### config.mk
export PLATFORM = sky130hd
export DESIGN_NAME = pst_fifo
export DESIGN_NICKNAME = d
export VERILOG_FILES = /design/src/rtl/pst_pkg.sv /design/src/rtl/pst_fifo.sv
export SDC_FILE = /design/constraint.sdc
export NUM_CORES = 1
export LEC_CHECK = 0
export BUFFER_PORTS_ARGS = -buffer_cell sky130_fd_sc_hd__buf_2
export CORE_MARGIN = 5
export CORE_UTILIZATION = 35
export DETAILED_ROUTE_END_ITERATION = 10
export PLACE_DENSITY_LB_ADDON = 0.15
export SLEW_MARGIN = 30
export SYNTH_ARGS = -nofsm -noshare
export SYNTH_HDL_FRONTEND = slang
export SYNTH_SLANG_ARGS = --single-unit
### constraint.sdc
create_clock -name clk -period 2.2 [get_ports clk]
set_input_delay 0.11 -clock clk [delete_from_list [all_inputs] [get_ports clk]]
set_output_delay 0.11 -clock clk [all_outputs]
set_load 0.01 [all_outputs]
### src/rtl/pst_pkg.sv
package pst_pkg;

  localparam int COORD_BITS_DEF = 24;
  localparam int INDEX_BITS_DEF = 16;
  localparam int CFG_BITS       = 16;
  localparam int CFG_ADDR_BITS  = 1;
  localparam int RUN_BITS       = 32;
  localparam int QUEUE_DEPTH    = 4;

  localparam logic [CFG_ADDR_BITS-1:0] CFG_HALF_WIDTH = 1'd0;
  localparam logic [CFG_ADDR_BITS-1:0] CFG_TEX_LENGTH = 1'd1;

  localparam logic [CFG_BITS-1:0] HALF_WIDTH_RST = 16'd3840;
  localparam logic [CFG_BITS-1:0] TEX_LENGTH_RST = 16'd2000;

  typedef enum logic [3:0] {
    B_IDLE,
    B_SQR,
    B_START_SQRT,
    B_ROOT,
    B_START_DIV,
    B_DIV,
    B_LOAD0,
    B_OUT0,
    B_OUT1,
    B_RUN
  } back_state_t;

endpackage

### src/rtl/pst_fifo.sv
module pst_fifo #(
  parameter int WIDTH = 8,
  parameter int DEPTH = pst_pkg::QUEUE_DEPTH
) (
  input  logic             clk,
  input  logic             rst_n,
  input  logic             push,
  input  logic [WIDTH-1:0] din,
  output logic             full,
  input  logic             pop,
  output logic [WIDTH-1:0] dout,
  output logic             empty
);
  localparam int AW = (DEPTH > 1) ? $clog2(DEPTH) : 1;
  localparam int CW = $clog2(DEPTH + 1);

  logic [WIDTH-1:0] mem_r [DEPTH];
  logic [AW-1:0]    wptr_r, wptr_nxt;
  logic [AW-1:0]    rptr_r, rptr_nxt;
  logic [CW-1:0]    cnt_r, cnt_nxt;
  logic             do_push, do_pop;

  assign full    = (cnt_r == CW'(DEPTH));
  assign empty   = (cnt_r == '0);
  assign do_push = push && !full;
  assign do_pop  = pop && !empty;
  assign dout    = mem_r[rptr_r];

  always_comb begin
    wptr_nxt = wptr_r;
    rptr_nxt = rptr_r;
    cnt_nxt  = cnt_r;
    if (do_push) begin
      wptr_nxt = (wptr_r == AW'(DEPTH - 1)) ? '0 : wptr_r + 1'b1;
    end
    if (do_pop) begin
      rptr_nxt = (rptr_r == AW'(DEPTH - 1)) ? '0 : rptr_r + 1'b1;
    end
    if (do_push && !do_pop) cnt_nxt = cnt_r + 1'b1;
    else if (!do_push && do_pop) cnt_nxt = cnt_r - 1'b1;
  end

  always_ff @(posedge clk) begin
    if (!rst_n) begin
      wptr_r <= '0;
      rptr_r <= '0;
      cnt_r  <= '0;
    end else begin
      wptr_r <= wptr_nxt;
      rptr_r <= rptr_nxt;
      cnt_r  <= cnt_nxt;
    end
  end

  always_ff @(posedge clk) begin
    if (do_push) mem_r[wptr_r] <= din;
  end
endmodule

==> results of run 1 <==
## through the flow
| step | power, mW | setup slack (ps) | utilization, % | hold WS (ps) | cells |
|---|---|---|---|---|---|
| finish | 2.03 | 196 | 42.5 | 36.0 | 172 |
| global route | 2.17 | 39.8 | 42.5 | 23.7 | 172 |
| CTS | 2.05 | 61.4 | 42.3 | 28.7 | 172 |
| detailed placement | 1.60 | 82.9 | 40.5 | 331 | 164 |
| global placement | 1.58 | 192 | 40.5 | 321 | 164 |
| floorplan | 1.41 | 107 | - | 209 | 93 |
## registers in the layout (all words and copies together) (netlist names), named ones only
signal  cells
mem_r      32
cnt_r       3
rptr_r      2
wptr_r      2
## worst max-delay path, cell delays in order, from the launching register on
cell and delay, ps:
dfxtp_1 350, nor3b_2 180, nor2b_1 160, ha_2 210, inv_1 50, fa_1 370, xor2_1 160, or3_1 310
a21boi_1 150
## cells in the mapped netlist (all sizes together), types with 2 or more instances
cell type | count | area, um2
and2 | 5 | 31.3
buf | 3 | 13.8
dfxtp | 9 | 180
edfxtp | 32 | 961
ha | 6 | 75.1
inv | 3 | 11.3
mux2i | 3 | 30.0
mux4 | 8 | 180
nand2 | 6 | 22.5
nand3 | 2 | 10.0
nor2 | 2 | 7.51
nor2b | 2 | 12.5
o21ai | 3 | 15.0
## routing by layer
layer	part of all wire [%]	wire [um]	vias up	track usage, %
li1	-	-	403	-
met1	43	1120	410	12.0
met2	51	1340	19	15.4
met3	4.6	122	6	3.89
met4	2.1	55	0	4.72
met5	0	0	-	0
## where the power goes
| group | switching, mW | internal [mW] |
|---|---|---|
| combinational | 0.233 | 0.277 |
| sequential | 0.105 | 0.956 |
| clock | 0.241 | 0.213 |
| total | 0.579 | 1.45 |
## final cells by class
class,instances,area [um2]
well taps,52,65.1
flip-flops and latches,41,1140
clock buffers,5,68.8
clock inverters,3,12.5
multi-input cells,45,468
inverters,3,11.3
repair buffers,23,120
fillers,399,2550
## what timing repair did
item | CTS | global route
endpoints found under the setup margin | 0 | 1
gates resized for setup | 0 | 5
endpoints found under the hold margin | 0 | 0
## logic make-up (layout without fill, tap and decap cells)
kind of cell    Yosys count  in the layout  synth area share (%)
fa+ha+maj                 7              7                  5.83
buf+inv                   7             34                  1.76
flops                    41             41                  70.0
compound gates            5              5                  1.84
xor+xnor                  2              2                  1.07
simple gates             20             20                  6.60
mux                      11             11                  12.9
## final timing paths
kind | start | to | cells past startpoint
worst max-delay path | cnt_r[2]$_SDFFE_PN0P_ | cnt_r[2]$_SDFFE_PN0P_ | 8
worst min-delay path | din[7] | mem_r[0][7]$_DFFE_PP_ | 1
worst max register to register | cnt_r[2]$_SDFFE_PN0P_ | cnt_r[2]$_SDFFE_PN0P_ | 8
worst min register to register | wptr_r[1]$_SDFFE_PN0P_ | wptr_r[1]$_SDFFE_PN0P_ | 2
==> flow_summary.toml, run 1 <==
[outcome]
outcome = "complete, no violations"

[pwr]
p_leak_nw = 0.683
powerDensity_nw_per_um2 = 1070
ir_drop_mv = 0.494

[sta]
setup_viol = 0
maxSlewHeadroom_pct = 62.3
worst_pin_slew_ps = 565
fin_setup_tns_ps = 0
fmax_mhz = 499
fin_worst_skew_ps = 6.83
fin_crit_sh_pct = 91.1
rsz0062_at_grt = "false"
hold_viol_final = 0
period_minus_slack_ps = 2000
maxSlewViolCount = 0

[routing]
viasPerCell = 4.87
drt_iter0_drc = 55
wl_mm = 2.64
ant_nets = 0
dr.pass1.iters = 4
wl_per_cell_um = 15.3
drc = 0
vias = 838

[synthesis]
synthFlopType = "edfxtp_1"
syn_nets = 112
synthDistinctLibCells = 23
synth-edff-count = 32
avgSynthCellArea_um2 = 17.5
synth-seq-cells = 41
yosys_warnings = 0
netlist_instances = 93
async_flop_share_pct = 0
syn_area_um2 = 1630
ys_seq_area_share_pct = 70.0

[global_route]
grt_overflow = 0
grt_pass1_wl_mm = 4.49
first_global_vias = 904
grt_max_degree = 13
grt_usage_pct = 9.86
grt_antenna_before_repair = 0

[placement]
port_buffers = 21
dp_hpwl_mm = 1.86
dpl_cell_area_um2 = 1800
routabilityCongestion = 0.736

[die]
core-area_um2 = 4440
die_h_um = 78.3
core.rowCount = 24
die_w_um = 78.3
dieArea_um2 = 6120
pin_count = 22
initial_core_util_pct = 36.7

[flow_run]
maxCapViolCount = 0

[hold_path]
min_path_type = "input pin to flop"

[cts]
clkTransAtPathRegs_ps = 70
cts_buffer_depth = 2
cts_tree = "yes"
cts_sinks = 41
cts_buffers = 5
cts_hold_buf = 0
cts_htree_levels = 2
clockRootBuffer = "clkbuf_8"
clock_latency_ps = 290
post_cts_buffers = 0

[layout]
fin_area_um2 = 1890
layout-area-overhead-vs-synth_pct = 15.9
antennaDiodeCount = 0
layout.nets = 138
final_cell_mix = "edfxtp_1 (32), buf_2 (21), mux4_2 (8)"
layout-drive-gt1-share_pct = 35.0
layout_commonest_cell = "edfxtp_1"

[critical_path]
cp-end-kind = "flop"
worst_setup_path_start_kind = "flop"
arrival_ps = 2220
crit_required_ps = 2420
crit_fanout = 5
critPathKind = "flop to flop"
r2r_slack_ps = 200
Note: power is estimated with default switching activity, not from simulation.
==> inputs of run 2 (changes only) <==
- CORE_ASPECT_RATIO: unset -> 1.2
==> flow_summary.toml, run 2 (synthesis results as in run 1) <==
[placement]
port_buffers = 21
dp_hpwl_mm = 1.86
routabilityCongestion = 0.712
dpl_cell_area_um2 = 1810

[critical_path]
cp-end-kind = "flop"
critPathKind = "flop to flop"
worst_setup_path_start_kind = "flop"
crit_required_ps = 2420
crit_fanout = 5
arrival_ps = 2210

[routing]
ant_nets = 0
vias = 848
wl_per_cell_um = 14.6
drt_iter0_drc = 32
viasPerCell = 4.76
wl_mm = 2.60
drc = 0
dr.pass1.iters = 4

[sta]
fin_worst_skew_ps = 7.05
fin_setup_tns_ps = 0
period_minus_slack_ps = 1990
fin_crit_sh_pct = 90.5
worst_pin_slew_ps = 559
maxSlewHeadroom_pct = 62.7
maxSlewViolCount = 0
hold_viol_final = 0
rsz0062_at_grt = "false"
fmax_mhz = 502
setup_viol = 0

[global_route]
grt_usage_pct = 9.63
first_global_vias = 905
grt_pass1_wl_mm = 4.30
grt_antenna_before_repair = 0
grt_max_degree = 14
grt_overflow = 0

[pwr]
power_mw = 2.15
ir_drop_mv = 0.551
p_leak_nw = 0.697
powerDensity_nw_per_um2 = 1120

[layout]
layout_commonest_cell = "edfxtp_1"
layout.nets = 138
largest-register = "mem_r"
fin_area_um2 = 1920
largestRegisters = "mem_r x32, cnt_r x3"
n_fill_cell = 427
largest_register_ffs = 32
antennaDiodeCount = 0
final_cell_mix = "edfxtp_1 (32), buf_2 (21), mux4_2 (8)"
layout-area-overhead-vs-synth_pct = 18.0
layout-drive-gt1-share_pct = 35.0

[die]
die_h_um = 84.8
die_w_um = 72.3
core-area_um2 = 4560
dieArea_um2 = 6130
initial_core_util_pct = 35.7
core.rowCount = 27
pin_count = 22

[cts]
cts_sinks = 41
cts_hold_buf = 0
cts_htree_levels = 2
cts_tree = "yes"
cts_buffer_depth = 2
cts_buffers = 5
clock_latency_ps = 280
clockRootBuffer = "clkbuf_8"
clkTransAtPathRegs_ps = 80

[flow_run]
maxCapViolCount = 0

[hold_path]
min_path_type = "input pin to flop"

[outcome]
outcome = "complete, no violations"
## run 2: changes by cell type in the layout (fill, tap and decap cells not counted)
cell,before,now
clkinv_1,2,0
ha_2,1,0
clkinv_4,0,1
a21boi_0,0,1
clkinv_2,1,0
a21boi_1,1,0
clkbuf_1,0,1
bufinv_16,0,1
ha_1,5,6
## run 2: per-layer routing
metal  up-vias  share of wire [%]  track usage [%]
li1        406                  -                -
met1       413                 38             10.8
met2        25                 54             15.9
met3         4                6.5             3.59
met4         0                1.8             4.62
met5         -                  0                0
## run 2: critical path, stage by stage (launching register included)
cell	delay [ps]
dfxtp_1	350
nor3b_2	180
nor2b_1	160
ha_1	200
inv_1	60
fa_1	370
xor2_1	160
or3_1	290
a21boi_0	160
## run 2: report_power, final
part / internal, mW / switching, mW
Combinational: 0.275 / 0.231
Clock: 0.340 / 0.244
Sequential: 0.956 / 0.105
## run 2: worst paths after layout
path	startpoint	endpoint	slack, ps	depth (start not counted)
hold reg to reg	wptr_r[1]$_SDFFE_PN0P_	wptr_r[1]$_SDFFE_PN0P_	510	2
hold / removal	din[2]	mem_r[2][2]$_DFFE_PP_	40	1
setup reg to reg	cnt_r[2]$_SDFFE_PN0P_	cnt_r[2]$_SDFFE_PN0P_	210	8
setup / recovery	cnt_r[2]$_SDFFE_PN0P_	cnt_r[2]$_SDFFE_PN0P_	210	8
## run 2: repair_timing
| action | in CTS | in global routing |
|---|---|---|
| endpoints found under the hold margin | 0 | 0 |
| buffers inserted | 0 | 0 |
| setup endpoints to repair | 0 | 1 |
| gates resized for setup | 0 | 3 |
## run 2: stage by stage
step / hold slack [ps] / utilization [%] / setup slack [ps] / cells
6_report: 36.3 / 42.2 / 209 / 178
2_1_floorplan: 209 / - / 107 / 93
5_1_grt: 23.4 / 42.2 / 12.1 / 178
4_1_cts: 25.7 / 42.0 / 117 / 178
3_3_place_gp: 323 / 39.6 / 190 / 170
3_5_place_dp: 329 / 39.6 / 137 / 170
## run 2: area by class of cell
class                   instances  area (um2)  share of cell area, %
clock inverters                 2        38.8                   2.02
clock buffers                   6        72.6                   3.77
inverters                       3        11.3                  0.585
flip-flops and latches         41        1140                   59.4
repair buffers                 23         120                   6.24
well taps                      58        72.6                   3.77
multi-input cells              45         465                   24.2
==> inputs of run 3 (changes only) <==
==> constraint.sdc (replaced) <==
create_clock -name clk -period 2.2 [get_ports clk]
set_input_delay 0.55 -clock clk [delete_from_list [all_inputs] [get_ports clk]]
set_output_delay 0.55 -clock clk [all_outputs]
set_load 0.01 [all_outputs]
==> flow_summary.toml, run 3 (synthesis results as in run 1) <==
[outcome]
outcome = "complete, no violations"

[die]
die_h_um = 84.8
core-area_um2 = 4560
initial_core_util_pct = 35.7
pin_count = 22
dieArea_um2 = 6130
core.rowCount = 27
die_w_um = 72.3

[critical_path]
r2r_slack_ps = 190
crit_fanout = 8
arrival_ps = 1490
worst_setup_path_start_kind = "flop"
reg2reg_from = "cnt_r[1]$_SDFFE_PN0P_"
rr_worst_depth = 7
crit_required_ps = 1650
cp-end-kind = "primary output"
regToRegEndpoint = "cnt_r[2]$_SDFFE_PN0P_"
critPathKind = "flop to primary output"

[sta]
maxSlewHeadroom_pct = 69.9
fin_worst_skew_ps = 4.94
fin_setup_tns_ps = 0
hold_viol_final = 0
finalWorstSetupSlack_ps = 162
maxSlewViolCount = 0
hold_ws_ps = 476
period_minus_slack_ps = 2040
fmax_mhz = 491
rsz0062_at_grt = "false"
setup_viol = 0
worst_pin_slew_ps = 452
fin_crit_sh_pct = 92.6

[cts]
cts_buffers = 5
cts_buffer_depth = 2
clockRootBuffer = "clkbuf_8"
clkTransAtPathRegs_ps = 80
cts_sinks = 41
cts_tree = "yes"
clock_latency_ps = 290
cts_htree_levels = 2

[placement]
place_inst = 171
routabilityCongestion = 0.700
dpl_cell_area_um2 = 1810
dp_hpwl_mm = 1.85
port_buffers = 21
pre_cts_ws_ps = -7.86

[pwr]
powerDensity_nw_per_um2 = 1120
swShare_pct = 27.3
power_switching_mw = 0.593
ir_drop_mv = 0.519
p_seq_share_pct = 47.4
combPwrFrac_pct = 25.9
p_leak_nw = 0.699
p_int_mw = 1.58
pwr-share-clk_pct = 26.7

[layout]
final_cell_mix = "edfxtp_1 (32), buf_2 (21), mux4_2 (8)"
largest_register_ffs = 32
layout-drive-gt1-share_pct = 37.2
largestRegisters = "mem_r x32, cnt_r x3"
final_cells = 179
antennaDiodeCount = 0
layout_commonest_cell = "edfxtp_1"
largest-register = "mem_r"
layout-area-overhead-vs-synth_pct = 18.7
fin_area_um2 = 1940
layout.nets = 139

[routing]
viasPerCell = 4.69
drc = 0
vias = 839
wl_mm = 2.63
dr.pass1.iters = 3
wl_per_cell_um = 14.7
ant_nets = 0
drt_iter0_drc = 21

[hold_path]
worstHoldStart = "din[2]"
min_path_type = "input pin to flop"
min_to = "mem_r[0][2]$_DFFE_PP_"
hold_depth = 1

[flow_run]
maxCapViolCount = 0

[global_route]
grt_overflow = 0
grt_max_degree = 14
grt_usage_pct = 10.0
first_global_vias = 928
grt_pass1_wl_mm = 4.59
grt_antenna_before_repair = 0
-- run 3: power by group through the flow --
stage	Clock, mW	Combinational [mW]	Sequential [mW]
3_5_place_dp	0	0.569	1.05
6_report	0.580	0.563	1.03
2_1_floorplan	0	0.393	1.02
3_3_place_gp	0	0.553	1.04
4_1_cts	0.594	0.570	1.03
5_1_grt	0.634	0.641	1.05
-- run 3: layer usage --
layer  global-route usage (%)  wire (um)  vias to the layer above
met1                     11.9       1100                      414
met3                     3.59        140                        5
met2                     16.3       1340                       18
met4                     4.10         51                        0
li1                         -          -                      402
met5                        0          0                        -
-- run 3: area by class of cell --
cell class,count,area [um2]
Clock inverter,3,41.3
Sequential cell,41,1140
Clock buffer,5,68.8
Tap cell,58,72.6
Timing Repair Buffer,24,128
Fill cell,414,2630
Inverter,3,11.3
Multi-Input combinational cell,45,470
-- run 3: what timing repair did --
item / 4_1_cts / 5_1_grt
setup buffers: 0 / 0
endpoints found under the hold margin: 0 / 0
endpoints found under the setup margin: 0 / 1
gates resized for setup: 0 / 6
hold buffers: 0 / 0
-- run 3: worst max path at each step --
stage	startpoint	to	slack (ps)	depth (start not counted)
floorplan	cnt_r[0]$_SDFFE_PN0P_	cnt_r[2]$_SDFFE_PN0P_	110	7
global route	cnt_r[1]$_SDFFE_PN0P_	cnt_r[2]$_SDFFE_PN0P_	20	7
finish	flop	dout[7]	160	3
detailed placement	push	cnt_r[2]$_SDFFE_PN0P_	-8	8
global placement	push	cnt_r[2]$_SDFFE_PN0P_	150	8
CTS	cnt_r[1]$_SDFFE_PN0P_	cnt_r[2]$_SDFFE_PN0P_	50	7
-- run 3: stage by stage --
step	power [mW]	util, %
floorplan	1.41	-
global placement	1.59	39.8
detailed placement	1.61	39.8
CTS	2.19	42.2
global route	2.32	42.4
finish	2.17	42.4
-- run 3: worst max-delay path, cell delays in order, from the launching register on --
cell and delay [ps]:
dfxtp_1 310, buf_4 210, mux4_2 530, buf_2 150
