$ cat src/rtl/pst_pkg.sv
package pst_pkg;

  localparam int COORD_BITS_DEF = 24;
  localparam int INDEX_BITS_DEF = 16;
  localparam int CFG_BITS       = 16;
  localparam int CFG_ADDR_BITS  = 1;
  localparam int RUN_BITS       = 32;
  localparam int QUEUE_DEPTH    = 4;

  localparam logic [CFG_ADDR_BITS-1:0] CFG_HALF_WIDTH = 1'd0;
  localparam logic [CFG_ADDR_BITS-1:0] CFG_TEX_LENGTH = 1'd1;

  localparam logic [CFG_BITS-1:0] HALF_WIDTH_RST = 16'd3840;
  localparam logic [CFG_BITS-1:0] TEX_LENGTH_RST = 16'd2000;

  typedef enum logic [3:0] {
    B_IDLE,
    B_SQR,
    B_START_SQRT,
    B_ROOT,
    B_START_DIV,
    B_DIV,
    B_LOAD0,
    B_OUT0,
    B_OUT1,
    B_RUN
  } back_state_t;

endpackage

$ cat src/rtl/pst_if.sv
interface pst_in_if #(
  parameter int COORD_BITS = 24
);
  logic                         valid;
  logic                         ready;
  logic signed [COORD_BITS-1:0] point_x;
  logic signed [COORD_BITS-1:0] point_y;
  logic                         last_point;

  modport source (output valid, output point_x, output point_y, output last_point,
                  input ready);
  modport sink   (input valid, input point_x, input point_y, input last_point,
                  output ready);
endinterface


$ cat src/rtl/pst_front.sv
module pst_front #(
  parameter int COORD_BITS = pst_pkg::COORD_BITS_DEF,
  parameter int CMD_W      = 6 * COORD_BITS + 6
) (
  input  logic             clk,
  input  logic             rst_n,
  pst_in_if.sink           in_ch,
  input  logic             q_full,
  output logic             q_push,
  output logic [CMD_W-1:0] q_din
);
  import pst_pkg::*;

  localparam int C = COORD_BITS;

  localparam logic [1:0] SEEN_NONE = 2'd0;
  localparam logic [1:0] SEEN_ONE  = 2'd1;
  localparam logic [1:0] SEEN_MANY = 2'd2;

  typedef struct packed {
    logic signed [C-1:0] px;
    logic signed [C-1:0] py;
    logic signed [C+1:0] wx;
    logic signed [C+1:0] wy;
    logic [C-1:0]        dmx;
    logic [C-1:0]        dmy;
    logic                add_seg;
    logic                last;
  } cmd_t;

  logic signed [C-1:0] prior_x_r, prior_x_nxt;
  logic signed [C-1:0] prior_y_r, prior_y_nxt;
  logic signed [C:0]   seg_x_r, seg_x_nxt;
  logic signed [C:0]   seg_y_r, seg_y_nxt;
  logic [1:0]          seen_r, seen_nxt;
  logic                pend_r, pend_nxt;
  cmd_t                pend_cmd_r, pend_cmd_nxt;
  cmd_t                cmd;
  logic                accept, repeat_pt;
  logic signed [C:0]   dx, dy;
  logic signed [C+1:0] sum_x, sum_y;
  logic [C:0]          adx, ady;

  assign in_ch.ready = !pend_r && !q_full;
  assign accept      = in_ch.valid && in_ch.ready;
  assign q_din       = cmd;

  always_comb begin
    dx        = {in_ch.point_x[C-1], in_ch.point_x} - {prior_x_r[C-1], prior_x_r};
    dy        = {in_ch.point_y[C-1], in_ch.point_y} - {prior_y_r[C-1], prior_y_r};
    adx       = dx[C] ? -dx : dx;
    ady       = dy[C] ? -dy : dy;
    sum_x     = {seg_y_r[C], seg_y_r} + {dy[C], dy};
    sum_y     = -{seg_x_r[C], seg_x_r} - {dx[C], dx};
    repeat_pt = (seen_r != SEEN_NONE) && (in_ch.point_x == prior_x_r)
                && (in_ch.point_y == prior_y_r);

    prior_x_nxt  = prior_x_r;
    prior_y_nxt  = prior_y_r;
    seg_x_nxt    = seg_x_r;
    seg_y_nxt    = seg_y_r;
    seen_nxt     = seen_r;
    pend_nxt     = pend_r;
    pend_cmd_nxt = pend_cmd_r;
    q_push       = 1'b0;

    // default request: end point at the prior point along the prior segment
    cmd.px      = prior_x_r;
    cmd.py      = prior_y_r;
    cmd.wx      = {seg_y_r[C], seg_y_r};
    cmd.wy      = -{seg_x_r[C], seg_x_r};
    cmd.dmx     = adx[C-1:0];
    cmd.dmy     = ady[C-1:0];
    cmd.add_seg = 1'b0;
    cmd.last    = 1'b1;

    if (pend_r) begin
      cmd = pend_cmd_r;
      if (!q_full) begin
        q_push   = 1'b1;
        pend_nxt = 1'b0;
      end
    end else if (accept) begin
      if (repeat_pt) begin
        if (in_ch.last_point) begin
          q_push   = (seen_r == SEEN_MANY);
          seen_nxt = SEEN_NONE;
        end
      end else if (seen_r == SEEN_NONE) begin
        prior_x_nxt = in_ch.point_x;
        prior_y_nxt = in_ch.point_y;
        seen_nxt    = in_ch.last_point ? SEEN_NONE : SEEN_ONE;
      end else begin
        if (seen_r == SEEN_ONE) begin
          cmd.wx = {dy[C], dy};
          cmd.wy = -{dx[C], dx};
        end else if (sum_x != '0 || sum_y != '0) begin
          cmd.wx = sum_x;
          cmd.wy = sum_y;
        end
        cmd.add_seg = 1'b1;
        cmd.last    = 1'b0;
        q_push      = 1'b1;
        prior_x_nxt = in_ch.point_x;
        prior_y_nxt = in_ch.point_y;
        seg_x_nxt   = dx;
        seg_y_nxt   = dy;
        seen_nxt    = in_ch.last_point ? SEEN_NONE : SEEN_MANY;
        // the final point's pair follows as a second request
        pend_nxt             = in_ch.last_point;
        pend_cmd_nxt.px      = in_ch.point_x;
        pend_cmd_nxt.py      = in_ch.point_y;
        pend_cmd_nxt.wx      = {dy[C], dy};
        pend_cmd_nxt.wy      = -{dx[C], dx};
        pend_cmd_nxt.dmx     = adx[C-1:0];
        pend_cmd_nxt.dmy     = ady[C-1:0];
        pend_cmd_nxt.add_seg = 1'b0;
        pend_cmd_nxt.last    = 1'b1;
      end
    end
  end

  always_ff @(posedge clk) begin
    if (!rst_n) begin
      prior_x_r <= '0;
      prior_y_r <= '0;
      seg_x_r   <= '0;
      seg_y_r   <= '0;
      seen_r    <= SEEN_NONE;
      pend_r    <= 1'b0;
    end else begin
      prior_x_r <= prior_x_nxt;
      prior_y_r <= prior_y_nxt;
      seg_x_r   <= seg_x_nxt;
      seg_y_r   <= seg_y_nxt;
      seen_r    <= seen_nxt;
      pend_r    <= pend_nxt;
    end
  end

  always_ff @(posedge clk) begin
    pend_cmd_r <= pend_cmd_nxt;
  end
endmodule

$ cat src/flat_wrapper.sv
// flat-port wrapper written by rule: the top's interface ports become plain ports
module pst_front_flat import pst_pkg::*;
#(
  parameter int COORD_BITS = pst_pkg::COORD_BITS_DEF,
  parameter int CMD_W      = 6 * COORD_BITS + 6
)
  (clk, rst_n, q_full, q_push, q_din, in_ch_valid, in_ch_point_x, in_ch_point_y, in_ch_last_point, in_ch_ready);
  pst_in_if #(.COORD_BITS(COORD_BITS)) in_ch_i ();
  input  logic clk;
  input  logic rst_n;
  input  logic q_full;
  output logic q_push;
  output logic [CMD_W-1:0] q_din;
  input wire logic [$bits(in_ch_i.valid)-1:0] in_ch_valid;
  input wire logic [$bits(in_ch_i.point_x)-1:0] in_ch_point_x;
  input wire logic [$bits(in_ch_i.point_y)-1:0] in_ch_point_y;
  input wire logic [$bits(in_ch_i.last_point)-1:0] in_ch_last_point;
  output wire logic [$bits(in_ch_i.ready)-1:0] in_ch_ready;
  assign in_ch_i.valid = in_ch_valid;
  assign in_ch_i.point_x = in_ch_point_x;
  assign in_ch_i.point_y = in_ch_point_y;
  assign in_ch_i.last_point = in_ch_last_point;
  assign in_ch_ready = in_ch_i.ready;
  pst_front #(.COORD_BITS(COORD_BITS), .CMD_W(CMD_W)) u_core (.clk(clk), .rst_n(rst_n), .in_ch(in_ch_i), .q_full(q_full), .q_push(q_push), .q_din(q_din));
endmodule
$ cat config.mk
export PLATFORM = sky130hd
export DESIGN_NAME = pst_front_flat
export DESIGN_NICKNAME = d
export VERILOG_FILES = /design/src/rtl/pst_pkg.sv /design/src/rtl/pst_if.sv /design/src/rtl/pst_front.sv /design/src/flat_wrapper.sv
export SDC_FILE = /design/constraint.sdc
export NUM_CORES = 1
export LEC_CHECK = 0
export BUFFER_PORTS_ARGS = -buffer_cell sky130_fd_sc_hd__buf_2
export CAP_MARGIN = 20
export CORE_ASPECT_RATIO = 0.5
export CORE_UTILIZATION = 39
export DETAILED_ROUTE_END_ITERATION = 6
export GPL_ROUTABILITY_DRIVEN = 0
export PLACE_DENSITY = 0.65
export SLEW_MARGIN = 10
export SYNTH_ARGS = -nofsm -noshare
export SYNTH_HDL_FRONTEND = slang
export SYNTH_SLANG_ARGS = --single-unit
$ cat constraint.sdc
create_clock -name clk -period 11.7 [get_ports clk]
set_input_delay 0.585 -clock clk [delete_from_list [all_inputs] [get_ports clk]]
set_output_delay 0.585 -clock clk [all_outputs]
set_load 0.1 [all_outputs]
==> impl_results.md, run 1 <==
* Critical path arrival at a little over 10 ns
* Inserted Diodes at 0
* Peak Freq at just over 90 MHz
* Clk sinks at around 250
* Commonest non-fill, non-tap cell in the layout: nand2_1
* Pins Over Slew Limit at 0
* CTS Hold Buffers Added at 0
* Cells after synthesis at 2263
* Synth Cell Area at 0.0189 mm²
* TritonCTS clock tree: done
* Final period utilization at 0.926
* Final Hold Fails at 0
* Asr flop ratio synth at 0
* Largest cells by area after synthesis: edfxtp_1 (23%), dfxtp_1 (11%), nand2_1 (7.4%)
* Distinct cells, synth at 94
* Ys Warns at 0
* Post-DP HPWL at 45700 µm
* Syn avg cell area at 8.36 µm²
* # Max-Cap Violations at 0
* Sequential share of power at 0.263
* Placed inst area at a little over 0.02 mm²
* Psw at 1.72 mW
* Register area share after synthesis at 0.337
* Cells after DPL at 3034
* Vias per cell at 5.74
* I/O pins at 205
* Setup crit start kind: flop
* Via count at 17711
* Drt first pass iters at 7
* Setup TNS at 0 ns
* NumNets Final at 2572
* DRT iter0 DRCs at 1632
* Design area at 0.0216 mm²
* CORE AREA at 0.0474 mm²
* Setup Skew at a little over 0.02 ns
* Ys flop type: edfxtp_1
* Count of non-filler cells in the finished layout at 3086
* Clock-pin slew on the worst setup and hold paths at about 0.060 ns
* Residual DRC at 0
* PwrDens at between 150 and 200 mW/mm²
* Sw Ratio at 0.469
* Largest net degree at the start of global routing at 107
* Max IR drop VDD at 110 µV
* CP max-delay cell: nor4_4
* Tightest Pin Transition at 1.07 ns
* #FFs+latches synth at ~250
* Slew HR at 0.279
* Chip Width at 313 µm
* Tmin final at roughly 11 ns
* P_int at approximately 2 mW
* Synth top area share at 0.230
* Final worst slack at between 0.8 and 0.9 ns
* Initial core utilization at 0.399
* Crit Path Class: reg2out
* Finish-stage setup viols at 0
* PortBufs at 204
* Pre-CTS setup slack at 1.15 ns
* CP Capture Type: primary output
* Setup bufs post-CTS at 0
* Max FO, Critical Path at 15
* CTS HTree Levels at 1
* CTS resizes at 0
* P_leak at 8.58 nW
* Cell mode on critical path: a21oi_1
* Worst-Skew Late Latency at 0.57 ns
* Initial antenna violation count at 0
* Root buffer cell: clkbuf_16
* Die ar. at 0.0494 mm²
* Overall die height at 158 µm
* Post-synth EDFFs at 145
* Gr usage total at 0.243
* DRT antenna net count at 0
* Filler Cell Count at about 4700
* Routed length per instance at 20.0 µm
* First-pass GRT wire length at 95000 µm
* Clock Path Buffers at 3
* Share of cells above drive strength 1 at 0.157
* Layout area overhead at 14.1%
* Post-Route WL at 61700 µm
* Gate power share at 0.492
* Unrepaired setup endpoints after global routing: false
* CTS buffer count at 27
* Status: complete, no violations
* Clock share of power at 0.245
* Worst hold path class: in2reg
* Via count of the first global-routing pass at between 15000 and 20000
* Yosys top cell by area: edfxtp_1
* Grt total ovfl at 0
* Row Count at 56
* CP max stage delay at 0.64 ns
* CP required at 11.12 ns
* Mapped Nets at 2408
* Most frequent cells in the layout: nand2_1 (371), buf_2 (204), nor2_1 (155), a21oi_1 (149)
## logic make-up (layout without fill, tap and decap cells)
group	after synthesis	count (layout)	share of synthesized area
multiplexers	49	49	0.0290
AO/OA/AOI/OAI	672	672	0.238
AND/OR/NAND/NOR	802	802	0.199
flip-flops	246	246	0.337
buffers and inverters	216	401	0.0434
XOR/XNOR	174	174	0.0849
adder cells (fa/ha/maj)	104	104	0.0688
## worst paths after layout
check | slack, ns | from | endpoint | cells after the start
max | 0.87 | u_core.prior_y_r[0] | q_din[82] | 30
min | 0.23 | in_ch_point_x[0] | u_core.pend_cmd_r[126] | 1
min reg2reg | 0.46 | u_core.prior_x_r[21] | u_core.prior_x_r[21] | 2
max reg2reg | 6.59 | u_core.prior_x_r[1] | u_core.pend_cmd_r[74] | 16
## registers in the layout, indices dropped and copies added (netlist names)
signal             count
u_core.prior_x_r      24
u_core.pend_cmd_r    145
u_core.seg_x_r        25
u_core.pend_r          1
u_core.seen_r          2
u_core.seg_y_r        25
u_core.prior_y_r      24
## synthesized netlist by cell type (7+ instances only)
master,number
nor2_1,155
a221o_1,11
nand4_1,18
o211ai_1,15
o21a_1,21
or2_2,12
inv_1,104
xnor2_1,109
ha_1,88
nor4b_1,8
o211a_1,11
or4_1,20
a211oi_1,35
nor2b_1,16
nand2_1,371
clkbuf_1,98
mux2_2,46
xor2_1,59
a31oi_1,12
and3_1,18
a21boi_0,93
edfxtp_1,145
dfxtp_1,101
or3_1,16
o31ai_1,18
a21o_1,45
o21ai_0,145
o31a_1,7
nor4_1,16
nand2b_1,19
a21oi_1,149
a22oi_1,16
and2_1,17
maj3_1,12
nand3_1,37
nor3_1,46
buf_1,7
o21bai_1,8
## layer usage
| metal | vias to the layer above | GRT usage | share of wire |
|---|---|---|---|
| li1 | 8536 | - | - |
| met1 | 8440 | 0.317 | 0.43 |
| met2 | 618 | 0.416 | 0.47 |
| met3 | 117 | 0.0407 | 0.070 |
| met4 | 0 | 0.0688 | 0.029 |
| met5 | - | 0 | 0 |
## layout make-up
type,instances,area [µm²],area share
flip-flops and latches,246,6380,0.296
multi-input cells,1801,11800,0.545
clock inverters,15,161,0.00748
repair buffers,243,1320,0.0611
clock buffers,35,756,0.0350
well taps,638,798,0.0370
inverters,108,413,0.0191
## stage by stage
stage | util | hold slack [ns] | power (mW)
3_3_place_gp | 0.436 | 0.452 | 2.75
5_1_grt | 0.456 | 0.216 | 3.81
4_1_cts | 0.455 | 0.203 | 3.66
6_report | 0.456 | 0.231 | 3.67
3_5_place_dp | 0.436 | 0.460 | 2.76
2_1_floorplan | - | 0.443 | 2.36
## power groups by stage
| stage | clock (mW) | combinational [mW] | sequential [mW] |
|---|---|---|---|
| after global placement | 0 | 1.76 | 0.984 |
| after floorplan | 0 | 1.38 | 0.982 |
| after global routing | 0.941 | 1.90 | 0.968 |
| final | 0.899 | 1.80 | 0.966 |
| after CTS | 0.915 | 1.78 | 0.966 |
| after detailed placement | 0 | 1.77 | 0.985 |
## critical path: cells and delay by family (launching register included)
kind	cells	cell delay, ns
XOR/XNOR	2	0.51
AO/OA/AOI/OAI	16	4.12
AND/OR/NAND/NOR	7	3.19
flip-flops	1	0.36
buffers and inverters	2	0.48
adder cells (fa/ha/maj)	3	0.99
(Power assumes the default switching activity.)
==> inputs of run 2 (changes only) <==
--- a/config.mk
+++ b/config.mk
@@ -9,6 +9,7 @@
 export CAP_MARGIN = 20
 export CORE_ASPECT_RATIO = 0.5
 export CORE_UTILIZATION = 39
+export CTS_BUF_LIST = sky130_fd_sc_hd__clkbuf_4 sky130_fd_sc_hd__clkbuf_8 sky130_fd_sc_hd__clkbuf_16
 export DETAILED_ROUTE_END_ITERATION = 6
 export GPL_ROUTABILITY_DRIVEN = 0
 export PLACE_DENSITY = 0.65
==> run 2 against run 1 <==
  * First-iteration DRC count barely moved
  * Clock power rose by 0.9%
  * Wire length barely moved
  * Non-clock buffer count did not move
  * Largest cell class unchanged
  * Global-route usage barely moved
  * Via count rose by 0.40%
  * Core utilization barely moved
  * Sequential share of layout area barely moved
  * Fmax rose by 0.22%
  * Largest power group unchanged
  * Setup slack improved by 0.024 ns
  * Clock skew barely moved
==> impl_results.md, run 2 (synthesis gave the netlist of run 1 again) <==
* CTS resizes at 0
* Cell mode on critical path: a21oi_1
* Finish-stage setup viols at 0
* Peak Freq at 92.5 MHz
* Tightest Pin Transition at 1.08 ns
* Worst hold path class: in2reg
* I/O pins at 205
* Crit Path Class: reg2out
* Largest Register: u_core.pend_cmd_r
* Clk sinks at 246
* Filler Cell Count at 4724
* Via count at 17782
* Hold Path Origin: in_ch_point_x[0]
* Unrepaired setup endpoints after global routing: false
* CP Capture Type: primary output
* CORE AREA at roughly 0.047 mm²
* Clock Path Buffers at 3
* Critical path arrival at 10.22 ns
* R2R Path Start: u_core.prior_x_r[0]
* Residual DRC at 0
* R2R depth at 14
* Vias per cell at just under 6
* Inserted Diodes at 0
* PwrDens at 170 mW/mm²
* CTS buffer count at 27
* Routed length per instance at 20.0 µm
* Gr usage total at 0.243
* PortBufs at 204
* Root buffer cell: clkbuf_16
* CP max-delay cell: or4_1
* Hold Path Cell Cnt at 1
* Post-Route WL at 61600 µm
* Chip Width at 313 µm
* Most frequent cells in the layout: nand2_1 (371), buf_2 (204), nor2_1 (155), a21oi_1 (149)
* Largest net degree at the start of global routing at 107
* Via count of the first global-routing pass at 16492
* Row Count at between 50 and 60
* Min Hold Slack at 0.228 ns
* DRT iter0 DRCs at 1633
* Status: complete, no violations
* Initial antenna violation count at 0
* Worst-Skew Late Latency at 0.57 ns
* Pins Over Slew Limit at 0
* DRT antenna net count at 0
* Max FO, Critical Path at 15
* CP max stage delay at 0.64 ns
* Clock-pin slew on the worst setup and hold paths at about 0.060 ns
* CP required at 11.12 ns
* Layout area overhead at 14.2%
* Drt first pass iters at 6
* Commonest non-fill, non-tap cell in the layout: nand2_1
* Die ar. at 0.0494 mm²
* Setup bufs post-CTS at 0
* CTS Hold Buffers Added at 0
* NumNets Final at 2572
* Final Hold Fails at 0
* CTS HTree Levels at 1
* Max IR drop VDD at 110 µV
* TritonCTS clock tree: done
* Slew HR at 0.278
* P_leak at 8.59 nW
* Share of cells above drive strength 1 at 0.158
* Final period utilization at 0.924
* Tot Pwr at approximately 3.7 mW
* Max reg flops at approximately 150
* Grt total ovfl at 0
* Largest regs: u_core.pend_cmd_r (145), u_core.seg_x_r (25), u_core.seg_y_r (25)
* R2R setup slack at approximately 6.6 ns
* Setup TNS at 0 ns
* Setup Skew at 0.0211 ns
* Initial core utilization at 0.399
* Tmin final at roughly 11 ns
* Setup crit start kind: flop
* Post-DP HPWL at 45700 µm
* RR Endpoint: u_core.pend_cmd_r[47]
* # Max-Cap Violations at 0
* WHS Endpoint: u_core.pend_cmd_r[126]
* Overall die height at around 160 µm
* First-pass GRT wire length at 95000 µm
run 2: cell counts in the layout (fill, tap and decap cells not counted):
No cell type changed its count.
run 2: per-layer routing:
layer  GRT usage  part of all wire
met3      0.0407             0.071
met2       0.416              0.47
met4      0.0688             0.029
met5           0                 0
met1       0.317              0.43
run 2: worst max-delay path, delay by kind of cell (launching register included):
kind / cells / cell delay, ns
AO/OA/AOI/OAI: 16 / 4.12
AND/OR/NAND/NOR: 7 / 3.18
adder cells (fa/ha/maj): 3 / 0.99
XOR/XNOR: 2 / 0.51
buffers and inverters: 2 / 0.48
flip-flops: 1 / 0.36
run 2: power breakdown:
part / switching, mW / internal [mW]
combinational: 1.33 / 0.469
sequential: 0.0106 / 0.956
clock: 0.378 / 0.529
run 2: layout make-up:
type / instances / area (µm²) / share of cell area
Inverter: 108 / 413 / 0.0191
Clock inverter: 15 / 161 / 0.00747
Timing Repair Buffer: 243 / 1320 / 0.0611
Clock buffer: 35 / 767 / 0.0355
Tap cell: 638 / 798 / 0.0370
Multi-Input combinational cell: 1801 / 11800 / 0.545
Sequential cell: 246 / 6380 / 0.295
run 2: how the worst max path moves through the flow:
stage | start | to | slack (ns) | cells past startpoint
after floorplan | in_ch_point_y[0] | q_din[85] | 1.36 | 30
after global placement | in_ch_point_y[0] | q_din[82] | 1.34 | 32
after detailed placement | in_ch_point_y[0] | q_din[80] | 1.15 | 32
after CTS | u_core.prior_y_r[0] | q_din[51] | 0.93 | 30
after global routing | u_core.prior_y_r[0] | q_din[82] | 0.38 | 30
final | u_core.prior_y_r[0] | q_din[82] | 0.89 | 30
run 2: stage by stage:
step / std cells / cell area, µm² / worst slack [ns] / util
6_report: 3086 / 21600 / 0.892 / 0.456
3_5_place_dp: 3034 / 20700 / 1.15 / 0.436
2_1_floorplan: 2263 / 18900 / 1.36 / -
3_3_place_gp: 3034 / 20700 / 1.34 / 0.436
5_1_grt: 3086 / 21600 / 0.379 / 0.456
4_1_cts: 3084 / 21600 / 0.927 / 0.456
